File: src/hw/rtl/plfc_pkg.sv
// ----------------------------------------------------------------------------
// plfc_pkg
// shared types and constants of the file cache policy unit
// ----------------------------------------------------------------------------
package plfc_pkg;

   localparam int ENTRY_COUNT  = 256;
   localparam int ENTRY_BITS   = $clog2(ENTRY_COUNT);
   localparam int LEVEL_COUNT  = 8;
   localparam int LEVEL_BITS   = $clog2(LEVEL_COUNT);
   localparam int SIZE_BITS    = 40;
   localparam int TOTAL_BITS   = 48;
   localparam int TIME_BITS    = 32;
   localparam int NANO_BITS    = 30;
   localparam int LEN_BITS     = 32;
   localparam int CNT_BITS     = 9;
   localparam int BUDGET_BITS  = 36;
   localparam int TIMEOUT_BITS = 6;
   localparam int MAXFILE_BITS = 20;
   localparam int PLEV_BITS    = 4;
   localparam int CSR_DATA_BITS = 64;
   localparam int CSR_ADDR_BITS = 5;

   localparam logic [BUDGET_BITS-1:0]  BUDGET_RESET  = 36'd134217728;
   localparam logic [TIMEOUT_BITS-1:0] TIMEOUT_RESET = 6'd1;
   localparam logic [MAXFILE_BITS-1:0] MAXFILE_RESET = 20'd65536;
   localparam logic [PLEV_BITS-1:0]    PLEV_RESET    = 4'd1;
   localparam logic [TOTAL_BITS-1:0]   TOTAL_MAX     = '1;

   typedef enum logic [1:0] {
      REG_BUDGET  = 2'd0,
      REG_TIMEOUT = 2'd1,
      REG_MAXFILE = 2'd2,
      REG_LEVELS  = 2'd3
   } reg_index_type;

   typedef enum logic [2:0] {
      OP_INSTALL = 3'd0,
      OP_REVAL   = 3'd1,
      OP_READ    = 3'd2,
      OP_INVAL   = 3'd3,
      OP_SETPRI  = 3'd4
   } op_type;

   typedef struct packed {
      logic [BUDGET_BITS-1:0]  budget;
      logic [TIMEOUT_BITS-1:0] timeout;
      logic [MAXFILE_BITS-1:0] maxfile;
      logic [PLEV_BITS-1:0]    levels;
   } cfg_type;

   typedef struct packed {
      logic load_item;
      logic mem_read;
      logic addr_head;
      logic remove;
      logic drop;
      logic write_new;
      logic write_stamp;
      logic write_level;
      logic append;
      logic set_result;
      logic walk_clear;
      logic walk_inc;
      logic cnt_inc;
      logic load_rsp;
   } ctl_cmd_type;

   typedef struct packed {
      logic [2:0] op;
      logic       entry_valid;
      logic       reval_ok;
      logic       read_ok;
      logic       over_budget;
      logic       under_budget;
      logic       walk_nonempty;
      logic       walk_last;
      logic       rsp_free;
   } ctl_sts_type;

endpackage

File: src/hw/rtl/plfc_ctrl.sv
// ----------------------------------------------------------------------------
// plfc_ctrl
// sequencer for lookup, list update and eviction walk
// ----------------------------------------------------------------------------
module plfc_ctrl (
   input  logic                  clock,
   input  logic                  reset,
   input  logic                  req_valid,
   output logic                  req_ready,
   input  plfc_pkg::ctl_sts_type sts,
   output plfc_pkg::ctl_cmd_type cmd
);
   import plfc_pkg::*;

   typedef enum logic [13:0] {
      S_IDLE   = 14'b00000000000001,
      S_READ   = 14'b00000000000010,
      S_LOOK   = 14'b00000000000100,
      S_DROP   = 14'b00000000001000,
      S_WRITE  = 14'b00000000010000,
      S_REMOVE = 14'b00000000100000,
      S_APPEND = 14'b00000001000000,
      S_SETLV  = 14'b00000010000000,
      S_WSTART = 14'b00000100000000,
      S_WSCAN  = 14'b00001000000000,
      S_WREAD  = 14'b00010000000000,
      S_WDROP  = 14'b00100000000000,
      S_WPOST  = 14'b01000000000000,
      S_DONE   = 14'b10000000000000
   } state_type;

   state_type state_ff, state_in;

   always_ff @(posedge clock) begin
      if (reset) begin
         state_ff <= S_IDLE;
      end else begin
         state_ff <= state_in;
      end
   end

   assign req_ready = (state_ff == S_IDLE);

   always_comb begin
      cmd      = '0;
      state_in = state_ff;
      case (state_ff)
         S_IDLE: begin
            if (req_valid) begin
               cmd.load_item = 1'b1;
               state_in      = S_READ;
            end
         end
         S_READ: begin
            cmd.mem_read = 1'b1;
            state_in     = S_LOOK;
         end
         S_LOOK: begin
            cmd.set_result = 1'b1;
            case (sts.op)
               OP_INSTALL: state_in = sts.entry_valid ? S_DROP : S_WRITE;
               OP_REVAL: begin
                  if (!sts.entry_valid) state_in = S_DONE;
                  else if (sts.reval_ok) state_in = S_REMOVE;
                  else state_in = S_DROP;
               end
               OP_READ:   state_in = sts.read_ok ? S_REMOVE : S_DONE;
               OP_INVAL:  state_in = sts.entry_valid ? S_DROP : S_DONE;
               OP_SETPRI: state_in = sts.entry_valid ? S_REMOVE : S_SETLV;
               default:   state_in = S_DONE;
            endcase
         end
         S_DROP: begin
            cmd.drop = 1'b1;
            state_in = (sts.op == OP_INSTALL) ? S_WRITE : S_DONE;
         end
         S_WRITE: begin
            cmd.write_new = 1'b1;
            state_in      = S_APPEND;
         end
         S_REMOVE: begin
            cmd.remove      = 1'b1;
            cmd.write_stamp = (sts.op == OP_REVAL);
            cmd.write_level = (sts.op == OP_SETPRI);
            state_in        = S_APPEND;
         end
         S_APPEND: begin
            cmd.append = 1'b1;
            state_in   = (sts.op == OP_INSTALL) ? S_WSTART : S_DONE;
         end
         S_SETLV: begin
            cmd.write_level = 1'b1;
            state_in        = S_DONE;
         end
         S_WSTART: begin
            cmd.walk_clear = 1'b1;
            state_in       = sts.over_budget ? S_WSCAN : S_DONE;
         end
         S_WSCAN: begin
            if (sts.walk_nonempty) begin
               cmd.addr_head = 1'b1;
               state_in      = S_WREAD;
            end else if (sts.walk_last) begin
               state_in = S_DONE;
            end else begin
               cmd.walk_inc = 1'b1;
            end
         end
         S_WREAD: begin
            cmd.mem_read = 1'b1;
            state_in     = S_WDROP;
         end
         S_WDROP: begin
            cmd.drop    = 1'b1;
            cmd.cnt_inc = 1'b1;
            state_in    = S_WPOST;
         end
         S_WPOST: begin
            state_in = sts.under_budget ? S_DONE : S_WSCAN;
         end
         S_DONE: begin
            if (sts.rsp_free) begin
               cmd.load_rsp = 1'b1;
               state_in     = S_IDLE;
            end
         end
         default: state_in = S_IDLE;
      endcase
   end

endmodule

File: config.mk
export PLATFORM = sky130hd
export DESIGN_NAME = plfc_ctrl
export DESIGN_NICKNAME = d
export VERILOG_FILES = /design/src/hw/rtl/plfc_pkg.sv /design/src/hw/rtl/plfc_ctrl.sv
export SDC_FILE = /design/constraint.sdc
export NUM_CORES = 1
export LEC_CHECK = 0
export CORE_AREA = 2 2 51 53
export CTS_BUF_LIST = sky130_fd_sc_hd__clkbuf_4
export CTS_CLUSTER_DIAMETER = 150
export DETAILED_ROUTE_END_ITERATION = 12
export DIE_AREA = 0 0 53 55
export DONT_BUFFER_PORTS = 1
export PLACE_DENSITY = 0.67
export SETUP_SLACK_MARGIN = 0.5
export SLEW_MARGIN = 10
export SYNTH_ARGS = -nofsm -noshare
export SYNTH_HDL_FRONTEND = slang
export SYNTH_SLANG_ARGS = --single-unit
File: constraint.sdc
create_clock -name clock -period 3.82 [get_ports clock]
set_input_delay 0.764 -clock clock [delete_from_list [all_inputs] [get_ports clock]]
set_output_delay 0.764 -clock clock [all_outputs]
set_load 0.005 [all_outputs]
==> results of run 1 <==
-- layout make-up --
cell class	instances	area, sq um	share of cell area (%)
multi-input cells	113	767.0	67.59
well taps	30	37.54	3.308
flip-flops and latches	14	280.3	24.70
inverters	7	27.53	2.426
clock buffers	3	22.52	1.985
-- kinds of logic (layout without fill, tap and decap cells) --
group / Yosys count / in the layout / synth area share [%]
compound gates: 21 / 21 / 13.34
simple gates: 84 / 84 / 47.85
buf+inv: 17 / 10 / 7.717
mux: 2 / 2 / 1.764
flops: 14 / 14 / 24.70
xor+xnor: 6 / 6 / 4.631
-- power by group through the flow --
stage          combinational [mW]  sequential [mW]  clock, mW
2_1_floorplan              0.0418            0.152          0
3_3_place_gp               0.0412            0.157          0
3_5_place_dp               0.0414            0.158          0
4_1_cts                    0.0416            0.155     0.0847
5_1_grt                    0.0473            0.156     0.0944
6_report                   0.0418            0.155     0.0840
-- worst max-delay path by stage --
stage,to,startpoint,cells after the start
final,cmd[7],state_ff[1]$_SDFFE_PP0P_,4
after global routing,cmd[7],state_ff[1]$_SDFFE_PP0P_,4
after CTS,cmd[7],state_ff[1]$_SDFFE_PP0P_,4
after detailed placement,cmd[7],state_ff[1]$_SDFFE_PP0P_,4
after global placement,cmd[7],state_ff[1]$_SDFFE_PP0P_,4
after floorplan,cmd[7],state_ff[1]$_SDFFE_PP0P_,5
-- synthesized netlist by cell type, drive strengths merged --
cell     instances  area [sq um]
a211oi           3         22.52
xor2             5         43.79
nand4b           2         17.52
a221oi           1         15.01
o311ai           2         17.52
nor2b            6         37.54
a21oi            3         15.01
nand2b           8         50.05
o31ai            1         7.510
buf              6         45.04
clkbuf           4         15.01
inv              6         22.52
nor4             8         95.09
or4              1         11.26
nor2            17         63.81
nand2            7         26.28
o22ai            1         6.260
a31oi            1         6.260
mux2i            2         20.02
and3             2         12.51
a311oi           1         8.760
and4b            1         10.01
o21ai            4         20.02
nor4b            9         78.83
a31o             1         8.760
and3b            1         8.760
nand4            5         37.53
nand3            6         30.03
nand3b           1         7.510
o2111ai          1         8.760
xnor2            1         8.760
nor3             7         35.03
clkinv           1         5.000
dfxtp           14         280.3
o211ai           2         15.01
and4             1         8.760
and2             2         12.51
-- through the flow --
step	std cells	total power [mW]
5_1_grt	167	0.2972
3_3_place_gp	164	0.1986
4_1_cts	167	0.2811
3_5_place_dp	164	0.1998
6_report	167	0.2810
2_1_floorplan	144	0.1938
-- metal layers --
metal	vias to the layer above	routed length [um]	part of all wire (%)
met1	489	1258	46
met5	-	0	0
met4	0	78	2.8
met3	10	164	6.0
li1	524	-	-
met2	44	1252	45
-- critical path: stages (launching register included) --
cell and delay [ns]:
dfxtp_1 0.43, nor4_4 0.58, nand4b_1 0.28, nor4b_1 0.51, and2_1 0.22
==> metrics.md, run 1 <==
| Metric | Value |
|---|---|
| Detail-routed via count per cell | `between 6 and 7` |
| Aggregate global routing overflow | `0` |
| Pin count of the biggest net entering global routing | `12` |
| Clock sink count | `14` |
| Grt met2 use | `33.13%` |
| Final setup margin | `~0.76 ns` |
| Vias in the first global route | `~950` |
| Least-Margin Pin Slew | `between 0.5 and 0.6 ns` |
| GR Util All Layers | `a little over a fifth` |
| Final setup fails | `0` |
| DR iter-0 viols | `22` |
| First-pass GRT wire length | `~4600 um` |
| Post-CTS Resized | `0` |
| CTS clk-pin slew, worst paths | `~0.08 ns` |
| Htree depth | `1` |
| Most frequent cells in the layout | `17 x nor2_1, 14 x dfxtp_1, 9 x nor4b_1` |
| Num CTS Buffers | `3` |
| F_max | `roughly 330 MHz` |
| Max cap viols | `0` |
| Synth-to-Final Area Change | `0.0001762%` |
| Leakage dissipation | `0.4294 nW` |
| Worst hold path type | `in2reg` |
| Routability cong. | `around 0.89` |
| Max Transition Viols Final | `0` |
| CTS Buffer Depth | `2` |
| Leading registers by flop count | `state_ff x14` |
| Synthesized instance count | `~140` |
| Core area | `2365 sq um` |
| Distinct cell type count after synthesis | `41` |
| Die Y | `between 50 and 60 um` |
| Met3 usage | `3.495%` |
| GR Util met1 | `30.21%` |
| Number of I/O pins | `29` |
| Dpl cell area | `approximately 1100 sq um` |
| CTS tree | `yes` |
| Initial Utilization | `between 40% and 50%` |
| Critical Path Start Type | `register` |
| Crit path max fanout | `9` |
| WHS Path Cells | `1` |
| Final setup TNS | `0 ns` |
| Power share of the combinational group | `between 10 and 15%` |
| Initial antenna violation count | `0` |
| Synth Net Count | `158` |
| Final Cycle Share | `approximately four fifths` |
| Layout cells sized above 1 | `roughly 8%` |
| YS warnings | `0` |
| Number of antenna-violating nets in the routed design | `0` |
| Routed via count | `about 1100` |
| # rows | `18` |
| Nets | `about 150` |
| CP required | `3.06 ns` |
| Final Hold Viols | `0` |
| Max reg flops | `14` |
| Critical path arrival | `roughly 2.3 ns` |
| Hpwl dp | `~2100 um` |
| Switching Share | `approximately 28%` |
| R2R Path End | `state_ff[13]$_SDFFE_PP0P_` |
| Clock Latency Late Sink | `between 0.2 and 0.3 ns` |
| Wire per inst | `approximately 16 um` |
| NetSw | `0.07778 mW` |
| DRC viols | `0` |
| Hold Slack | `0.5409 ns` |
| Setup CP Type | `reg2out` |
| Gr busiest metal | `met2` |
| Sequential area share after synthesis | `24.70%` |
| Endpoint, Worst Hold | `state_ff[13]$_SDFFE_PP0P_` |
| Max_slew headroom | `between 60% and 70%` |
| Worst reg2reg startpoint | `state_ff[5]$_SDFFE_PP0P_` |
| First-pass DRT Iterations | `4` |
| Root buf cell | `clkbuf_4` |
| CTS Hold Bufs | `0` |
| RSZ-0062 raised after global routing | `false` |
| WL final | `between 2000 and 3000 um` |
| Port Buf Inserts | `0` |
| FF+latch count, synth | `14` |
| Die width | `around 53 um` |
| Clock power frac | `29.9%` |
| Reg2reg setup slack | `1.52 ns` |
| N_diodes | `0` |
| Post-CTS setup buffers | `0` |
| Max Clock Skew | `0.0005087 ns` |
| Tmin final | `3.058 ns` |
| Hold path start | `reset` |
| Fillers | `247` |
| Pwr Density | `between 200 and 250 nW/um^2` |
| Mapped cell area | `~1100 sq um` |
| Final core occ | `roughly 48%` |
| Die footprint | `roughly 2900 sq um` |
| Most common cell after layout, fill and taps aside | `nor2_1` |
| Biggest register | `state_ff` |
| Critical path capture point type | `primary output` |
| Pre-CTS WS | `around 1.1 ns` |
| IR Drop Worst-Case VDD | `~0.15 mV` |
| Syn_area_per_cell | `around 7.9 sq um` |
| Worst r2r path cells | `5` |
| Pint | `between 0.2 and 0.25 mW` |
| Status | `finished, final reports clean` |
| Post-layout instance area | `between 1000 and 1500 sq um` |
| Flop pwr share | `between 50% and 60%` |
Note: power is estimated with default switching activity, not from simulation.
==> run 2: changes to the inputs <==
--- a/config.mk
+++ b/config.mk
@@ -11,7 +11,7 @@
 export DETAILED_ROUTE_END_ITERATION = 12
 export DIE_AREA = 0 0 53 55
 export DONT_BUFFER_PORTS = 1
-export PLACE_DENSITY = 0.67
+export PLACE_DENSITY = 0.7
 export SETUP_SLACK_MARGIN = 0.5
 export SLEW_MARGIN = 10
 export SYNTH_ARGS = -nofsm -noshare
==> constraint.sdc (replaced) <==
create_clock -name clock -period 2.79 [get_ports clock]
set_input_delay 0.558 -clock clock [delete_from_list [all_inputs] [get_ports clock]]
set_output_delay 0.558 -clock clock [all_outputs]
set_load 0.005 [all_outputs]
==> run 2 against run 1 <==
Total power rose by 47%. Die area is the same. Combinational power increased by 120%. Global-route usage grew 1.2 points. Cell count up 11%. Critical path depth rose by 1. Wire length is 10% higher. Sequential share of layout area is 2.2 points lower. Non-clock buffer count increased by 17. Sequential cell count is the same. Final area up 19%. Sequential power is 32% higher.
==> metrics.md, run 2 (synthesis gave the netlist of run 1 again) <==
| Metric | Value |
|---|---|
| Status | `finished, final reports clean` |
| Post-layout instance area | `1345 sq um (+19%)` |
| Tmin final | `about 2.4 ns` |
| Hpwl dp | `2093 um (+0.31%)` |
| Power share of the combinational group | `22.4% (+7.5 points)` |
| WL final | `3033 um (+10%)` |
| Final Cycle Share | `85.08%` |
| Critical Path Start Type | `register` |
| Wire per inst | `16.39 um (-0.58%)` |
| Number of antenna-violating nets in the routed design | `0 (unchanged)` |
| Worst reg2reg startpoint | `state_ff[2]$_SDFFE_PP0P_` |
| CTS clk-pin slew, worst paths | `0.09 ns (about the same)` |
| Final setup margin | `0.4163 ns (-0.3461 ns)` |
| Core area | `2365 sq um (unchanged)` |
| Switching Share | `27.59% (-0.088 points)` |
| Crit path max fanout | `3 (-6)` |
| Aggregate global routing overflow | `0 (unchanged)` |
| Critical path capture point type | `primary output` |
| Critical Path Max Stage Delay | `0.54 ns (-0.04 ns)` |
| Htree depth | `1 (unchanged)` |
| # rows | `18 (unchanged)` |
| Final Hold Viols | `0 (unchanged)` |
| Routed via count | `1160 (+8.7%)` |
| Die footprint | `2915 sq um (unchanged)` |
| Clock sink count | `14 (unchanged)` |
| Die width | `53 um (unchanged)` |
| First-pass GRT wire length | `4823 um (+5.0%)` |
| R2R Path End | `state_ff[13]$_SDFFE_PP0P_` |
| Max Clock Skew | `0.005329 ns (+0.004821 ns)` |
| Initial Utilization | `47.99% (unchanged)` |
| Pint | `0.2999 mW (+48%)` |
| Layout cells sized above 1 | `27.10% (+19 points)` |
| Crit path max-delay family | `simple AND/OR/NAND/NOR gates` |
| Final setup TNS | `0 ns (unchanged)` |
| F_max | `421.3 MHz` |
| CTS tree | `yes` |
| Worst path bufs/invs | `2 (+2)` |
| Port Buf Inserts | `0 (unchanged)` |
| Pin count of the biggest net entering global routing | `12 (unchanged)` |
| CP cell instances | `nor4_4 -> buf_4 -> nand4_4 -> or4_4 -> clkinv_4` |
| Final setup fails | `0 (unchanged)` |
| Worst r2r path cells | `9 (+4)` |
| Nets | `170 (+11%)` |
| Clock Latency Late Sink | `0.28 ns (about the same)` |
| Detail-routed via count per cell | `6.270 (-1.9%)` |
| Synth-to-Final Area Change | `18.52%` |
| DR iter-0 viols | `60 (+170%)` |
| Max Transition Viols Final | `0 (unchanged)` |
| RSZ-0062 raised after global routing | `true` |
| Leakage dissipation | `0.5243 nW (+22%)` |
| Initial antenna violation count | `0 (unchanged)` |
| Leading registers by flop count | `state_ff x14` |
| Num CTS Buffers | `3 (unchanged)` |
| Flop pwr share | `49.6% (-5.6 points)` |
| Dpl cell area | `1135 sq um (+2.0%)` |
| Critical path arrival | `1.82 ns (-0.47 ns)` |
| Clock power frac | `28.0% (-1.9 points)` |
| Max cap viols | `0 (unchanged)` |
| Biggest register | `state_ff` |
| Critical path destination | `cmd[2]` |
| CTS Buffer Depth | `2 (unchanged)` |
| Reg2reg setup slack | `0.57 ns (-0.95 ns)` |
| First-pass DRT Iterations | `4 (unchanged)` |
| IR Drop Worst-Case VDD | `0.1888 mV (+22%)` |
| Most frequent cells in the layout | `16 x nor2_1, 16 x buf_4, 8 x nand2b_1` |
| Setup CP Type | `reg2out` |
| Pwr Density | `307.9 nW/um^2 (+24%)` |
| Vias in the first global route | `1032 (+9.0%)` |
| Max reg flops | `14 (unchanged)` |
| DRC viols | `0 (unchanged)` |
| CP max stage cell | `or4_4` |
| Routability cong. | `0.9136 (+2.6%)` |
| Die Y | `55 um (unchanged)` |
| NetSw | `0.1143 mW (+47%)` |
| Root buf cell | `clkbuf_4` |
| GR Util All Layers | `22.98% (+1.2 points)` |
| Pre-CTS WS | `0.5225 ns (-0.5605 ns)` |
| Max_slew headroom | `68.70% (+6.9 points)` |
| Critical Path Source | `state_ff[2]$_SDFFE_PP0P_` |
| CP Depth | `5 (+1)` |
| Number of I/O pins | `29 (unchanged)` |
| Worst hold path type | `in2reg` |
| CP required | `2.23 ns (-0.83 ns)` |
| Least-Margin Pin Slew | `0.4630 ns (-0.1053 ns)` |
| N_diodes | `0 (unchanged)` |
[run 2: cell types whose count changed in the layout (fill, tap and decap cells not counted), moves of 2 or more]
cell	before	now
dfxtp_4	0	5
nor4b_1	9	7
dfxtp_2	0	3
buf_4	0	16
dfxtp_1	14	6
[run 2: what timing repair did]
item	4_1_cts	5_1_grt
hold endpoints to repair	0	0
pin swaps	5	4
setup endpoints to repair	7	11
setup buffers	11	3
hold buffers	0	0
resized for setup	15	8
[run 2: metrics by stage]
stage               power, mW  hold slack, ns  cells  util [%]
floorplan              0.2653          0.5500    144         -
global placement       0.2744          0.6269    167     47.99
detailed placement     0.2750          0.6228    167     47.99
CTS                    0.4110          0.3275    182     54.50
global route           0.4359          0.3199    185     56.88
finish                 0.4142          0.3358    185     56.88
[run 2: power groups by stage]
stage               clock network [mW]  logic [mW]  registers, mW
floorplan                            0      0.0573          0.208
global placement                     0      0.0587          0.216
detailed placement                   0      0.0589          0.216
CTS                              0.120      0.0851          0.206
global route                     0.130       0.100          0.206
finish                           0.116      0.0930          0.205
[run 2: area by class of cell]
cell class	count	area (sq um)
sequential	14	302.8
tap	30	37.54
clock buffer	3	22.52
multi-input combinational	113	815.8
fill	230	1020
timing repair buffer	17	131.4
clock inverter	1	3.754
inverter	7	31.28
[run 2: layer usage]
metal,global-route usage [%],vias to the layer above,wire [um],share of wire (%)
met5,0,-,0,0
met4,7.265,0,62,2.0
met3,5.645,8,213,7.0
met2,39.58,60,1469,48
met1,28.31,534,1287,42
li1,-,558,-,-
[run 2: how the worst min path moves through the flow]
stage,start,end,slack (ns),depth (start not counted)
global route,sts[7],state_ff[7]$_SDFFE_PP0P_,0.32,1
finish,sts[7],state_ff[7]$_SDFFE_PP0P_,0.34,1
CTS,sts[7],state_ff[7]$_SDFFE_PP0P_,0.33,1
global placement,state_ff[10]$_SDFFE_PP0P_,state_ff[11]$_SDFFE_PP0P_,0.63,1
detailed placement,state_ff[11]$_SDFFE_PP0P_,state_ff[12]$_SDFFE_PP0P_,0.62,2
floorplan,state_ff[11]$_SDFFE_PP0P_,state_ff[12]$_SDFFE_PP0P_,0.55,2
